<file path="src/rtl/mwalu_pkg.sv">
// Package with the operation codes and shared types of the multiword ALU.
`default_nettype none
package mwalu_pkg;
    typedef enum logic [3:0] {
        MODE_EQ  = 4'd0,
        MODE_NE  = 4'd1,
        MODE_GT  = 4'd2,
        MODE_GE  = 4'd3,
        MODE_LT  = 4'd4,
        MODE_LE  = 4'd5,
        MODE_AND = 4'd6,
        MODE_OR  = 4'd7,
        MODE_NOT = 4'd8,
        MODE_XOR = 4'd9,
        MODE_SHR = 4'd10,
        MODE_SHL = 4'd11,
        MODE_ADD = 4'd12,
        MODE_SUB = 4'd13,
        MODE_MUL = 4'd14,
        MODE_NOP = 4'd15
    } t_mode;

    typedef enum logic [2:0] {
        ST_IDLE,
        ST_CMP,
        ST_MUL,
        ST_EMIT,
        ST_CLEAR
    } t_exec_state;

    localparam int unsigned IO_BITS = 32;
    localparam int unsigned AMT_BITS = 9;
endpackage
`default_nettype wire

</file>
<file path="src/rtl/mwalu_front.sv">
// Front part: collects operand limbs and hands complete operations to the back part.
`default_nettype none
module mwalu_front
    import mwalu_pkg::*;
#(
    parameter int LIMBS = 8,
    parameter int LIMB_BITS = 32
) (
    input  wire logic                 i_clk,
    input  wire logic                 i_rst_n,
    input  wire logic                 i_valid,
    output logic                      o_ready,
    input  wire logic [3:0]           i_mode,
    input  wire logic [IO_BITS-1:0]   i_a_limb,
    input  wire logic [IO_BITS-1:0]   i_b_limb,
    input  wire logic [AMT_BITS-1:0]  i_shift_amount,
    input  wire logic                 i_last_limb,
    // Hand-off of a complete operation.
    output logic                      o_op_valid,
    input  wire logic                 i_op_ready,
    output t_mode                     o_op_mode,
    output logic [AMT_BITS-1:0]       o_op_amount,
    output logic [LIMBS*LIMB_BITS-1:0] o_op_a,
    output logic [LIMBS*LIMB_BITS-1:0] o_op_b
);
    localparam int CW = $clog2(LIMBS + 1);

    logic [LIMB_BITS-1:0] r_a [LIMBS];
    logic [LIMB_BITS-1:0] r_b [LIMBS];
    logic [CW-1:0]        r_cnt;
    logic                 r_pend;
    t_mode                r_mode;
    logic [AMT_BITS-1:0]  r_amt;
    logic                 w_acc;

    // The single-entry queue: the operand stores hold while a job waits.
    assign o_ready = !r_pend;
    assign w_acc   = i_valid && o_ready;
    assign o_op_valid  = r_pend;
    assign o_op_mode   = r_mode;
    assign o_op_amount = r_amt;

    always_comb begin
        for (int k = 0; k < LIMBS; k++) begin
            o_op_a[k*LIMB_BITS +: LIMB_BITS] = r_a[k];
            o_op_b[k*LIMB_BITS +: LIMB_BITS] = r_b[k];
        end
    end

    // Limb capture, counter and clear after hand-off.
    always_ff @(posedge i_clk) begin
        if (!i_rst_n) begin
            r_cnt  <= '0;
            r_pend <= 1'b0;
            for (int k = 0; k < LIMBS; k++) begin
                r_a[k] <= '0;
                r_b[k] <= '0;
            end
        end else begin
            if (r_pend && i_op_ready) begin
                r_pend <= 1'b0;
                r_cnt  <= '0;
                for (int k = 0; k < LIMBS; k++) begin
                    r_a[k] <= '0;
                    r_b[k] <= '0;
                end
            end
            if (w_acc) begin
                if (r_cnt < CW'(LIMBS)) begin
                    r_a[r_cnt[$clog2(LIMBS)-1:0]] <= i_a_limb[LIMB_BITS-1:0];
                    r_b[r_cnt[$clog2(LIMBS)-1:0]] <= i_b_limb[LIMB_BITS-1:0];
                    r_cnt <= r_cnt + 1'b1;
                end
                if (i_last_limb) begin
                    r_pend <= 1'b1;
                    r_mode <= t_mode'(i_mode);
                    r_amt  <= i_shift_amount;
                end
            end
        end
    end
endmodule
`default_nettype wire

</file>
<file path="config.mk">
export PLATFORM = sky130hd
export DESIGN_NAME = mwalu_front
export DESIGN_NICKNAME = d
export VERILOG_FILES = /design/src/rtl/mwalu_pkg.sv /design/src/rtl/mwalu_front.sv
export SDC_FILE = /design/constraint.sdc
export NUM_CORES = 1
export LEC_CHECK = 0
export ABC_AREA = 1
export CELL_PAD_IN_SITES_DETAIL_PLACEMENT = 1
export CELL_PAD_IN_SITES_GLOBAL_PLACEMENT = 1
export CORE_AREA = 4 4 232 234
export CTS_BUF_LIST = sky130_fd_sc_hd__clkbuf_8 sky130_fd_sc_hd__clkbuf_16
export CTS_CLUSTER_DIAMETER = 120
export DETAILED_ROUTE_END_ITERATION = 8
export DIE_AREA = 0 0 236 238
export DONT_BUFFER_PORTS = 1
export PLACE_DENSITY = 0.71
export SYNTH_ARGS = -nofsm -noshare
export SYNTH_HDL_FRONTEND = slang
export SYNTH_SLANG_ARGS = --single-unit
export TNS_END_PERCENT = 10
</file>
<file path="constraint.sdc">
create_clock -name i_clk -period 18.9 [get_ports i_clk]
set_clock_uncertainty 0.15 [all_clocks]
set_input_delay 1.89 -clock i_clk [delete_from_list [all_inputs] [get_ports i_clk]]
set_output_delay 1.89 -clock i_clk [all_outputs]
set_load 0.005 [all_outputs]
</file>
==> reports/results.tsv <==
stage	metric	value	unit
sta	Max-slew headroom	0.210	
clocking	post-CTS resize count	0	
clocking	Bufs on Longest Clock Path	3	
placed_design	RePlAce Congestion	0.775	
layout	synthesis-to-finish area growth	12.1	%
global_route	vias in the first global route	10800	
global_route	GRT Util Overall	0.202	
critical_path	Crit Path Class	primary input to register	
route	DRC violation total after the first TritonRoute iteration	1002	
global_route	first-pass GRT wire length	83500	um
placed_design	Port Buffers	0	
layout	footprint of the multi-input gates	2650	um2
placed_design	Detailed Place HPWL	37800	um
run_status	status	completed	
critical_path	Worst EP required	18940	ps
sta	worst slew pin tran	1190	ps
die	row count	84	
clocking	Clk Latency, worst-skew pair	570	ps
flow_run	MaxCap Viol Count	0	
clocking	Reg clk slew, reported paths	60	ps
synthesis	Syn. warnings	0	
die	die footprint	56200	um2
power	Pwr Density	120	nW/um2
route	via count	10900	
sta	Hold Violations, Final	0	
global_route	pin count of the biggest net entering global routing	68	
route	DR WL/cell	30.4	um
critical_path	CP Data Arrival Time	4400	ps
clocking	Post-CTS Hold Fix Bufs	0	
route	DRC errors left	0	
die	Core ar.	52000	um2
clocking	CTS buffer count	52	
power	VDD IR-drop max	0.0837	mV
layout	fill count	5221	
sta	final setup vio count	0	
worst_hold_path	hold crit path type	register to register	
clocking	Setup Fix Bufs, Post-CTS	0	
synthesis	sequential fraction of the synthesis area	0.829	
route	Routed Antenna Nets	0	
synthesis	Net Count, Synth	1330	
critical_path	CP max FO	65	
sta	Final Critical Period	4360	ps
clocking	CTS tree	done	
global_route	initial antenna violation count	0	
global_route	grt ovf	0	
die	Chip Width	236	um
die	# IOs	609	
layout	final design utilization	0.412	
sta	final-report max-slew violation count	0	
synthesis	distinct cell type count after synthesis	18	
sta	period utilization	0.231	
clocking	CTS Sinks	530	
sta	RSZ-0062 raised after global routing	no	
power	Lkg Pwr	7.70	nW
layout	Sequential Area	15900	um2
critical_path	startpoint types	primary input	
layout	# diodes	0	
synthesis	Mapped Area	19100	um2
layout	final net count	1313	
synthesis	Seq cells post-synth	530	
die	Die H	238	um
critical_path	Setup crit end kind	register	
route	drt first pass iters	5	
die	Initial Util	0.368	
clocking	CTS H-Tree Depth	2	
route	final wirelength	59600	um
clocking	CTS root buffer	clkbuf_16	
synthesis	Mapped Avg Cell Area	15.3	um2
sta	fmax	229	MHz
sta	Final TNS setup	0	ps
synthesis	cell count after synthesis	1247	
layout	fraction of layout cells with a size suffix above 1	0.0834	
route	drt via density	5.54	
final timing paths:
| path | startpoint | end | slack, ps | cells past startpoint |
|---|---|---|---|---|
| max | i_valid | r_b[4][24]$_SDFFCE_PN0P_ | 14540 | 4 |
| min | r_cnt[3]$_SDFF_PN0_ | r_cnt[3]$_SDFF_PN0_ | 330 | 2 |
| max reg2reg | o_op_valid$_SDFF_PN0_ | r_b[4][24]$_SDFFCE_PN0P_ | 15260 | 5 |
| min reg2reg | r_cnt[3]$_SDFF_PN0_ | r_cnt[3]$_SDFF_PN0_ | 330 | 2 |
power breakdown:
| group | internal, W | total [W] | switching, W |
|---|---|---|---|
| Clock | 0.000595 | 0.00104 | 0.000442 |
| Sequential | 0.00137 | 0.00142 | 0.0000530 |
| Combinational | 0.0000110 | 0.000115 | 0.000104 |
Yosys cell counts:
master	count	share of area
inv_1	70	0.014
buf_2	46	0.012
buf_6	20	0.012
nor2_1	266	0.052
edfxtp_1	525	0.82
a21oi_1	1	0.00026
nand4_1	1	0.00033
inv_2	1	0.00020
a21boi_0	1	0.00039
nor2_2	1	0.00033
nand4_2	1	0.00065
nor3_1	257	0.067
nand3_1	7	0.0018
dfxtp_1	5	0.0052
clkbuf_1	19	0.0037
nand2_1	20	0.0039
ha_1	1	0.00065
o21ai_0	5	0.0013
cell type report:
cell class	count	share of cell area
clock buffer	52	0.0607
clock inverter	43	0.0180
inverter	71	0.0124
multi-input combinational	561	0.124
sequential	530	0.740
tap	688	0.0402
timing repair buffer	14	0.00490
logic make-up after synthesis:
| group | after synthesis | synth area share |
|---|---|---|
| compound gates | 7 | 0.00196 |
| fa+ha+maj | 1 | 0.000654 |
| buf+inv | 156 | 0.0415 |
| flops | 530 | 0.829 |
| simple gates | 553 | 0.127 |
cells in the final DEF (no fill, tap or decap), drive strengths merged:
master | netlist | routed
edfxtp | 525 | 525
clkinv | 0 | 21
buf | 66 | 14
nand4 | 2 | 2
o21ai | 5 | 5
ha | 1 | 1
nor3 | 257 | 257
clkinvlp | 0 | 1
clkbuf | 19 | 52
a21boi | 1 | 1
bufinv | 0 | 7
inv | 71 | 85
nand2 | 20 | 20
nor2 | 267 | 267
a21oi | 1 | 1
nand3 | 7 | 7
dfxtp | 5 | 5
routing by layer:
layer  up-vias  part of all wire  track usage
met4         0             0.038       0.0740
li1       4432                 -            -
met1      5680              0.36        0.246
met2       629              0.50        0.338
met3       110             0.096       0.0675
met5         -                 0            0
critical path: stages:
cell and delay [ps]:
nand2_1 50, nor2_2 350, nand3_4 820, nand2_4 1170
stage by stage:
| step | power (W) | instance area (um2) | std cells | setup WS (ps) | hold slack, ps |
|---|---|---|---|---|---|
| after floorplan | 0.00149 | 19100 | 1247 | 11410 | 305 |
| after global placement | 0.00155 | 19700 | 1864 | 14020 | 329 |
| after detailed placement | 0.00156 | 19700 | 1864 | 13900 | 330 |
| after CTS | 0.00259 | 21400 | 1959 | 14510 | 340 |
| after global routing | 0.00266 | 21400 | 1959 | 14310 | 375 |
| final | 0.00257 | 21400 | 1959 | 14540 | 334 |
registers in the layout (all words and copies together) (netlist names):
register     cells
r_cnt            4
o_op_mode        4
o_op_amount      9
o_op_valid       1
r_a            256
r_b            256
Note: power is estimated with default switching activity, not from simulation.
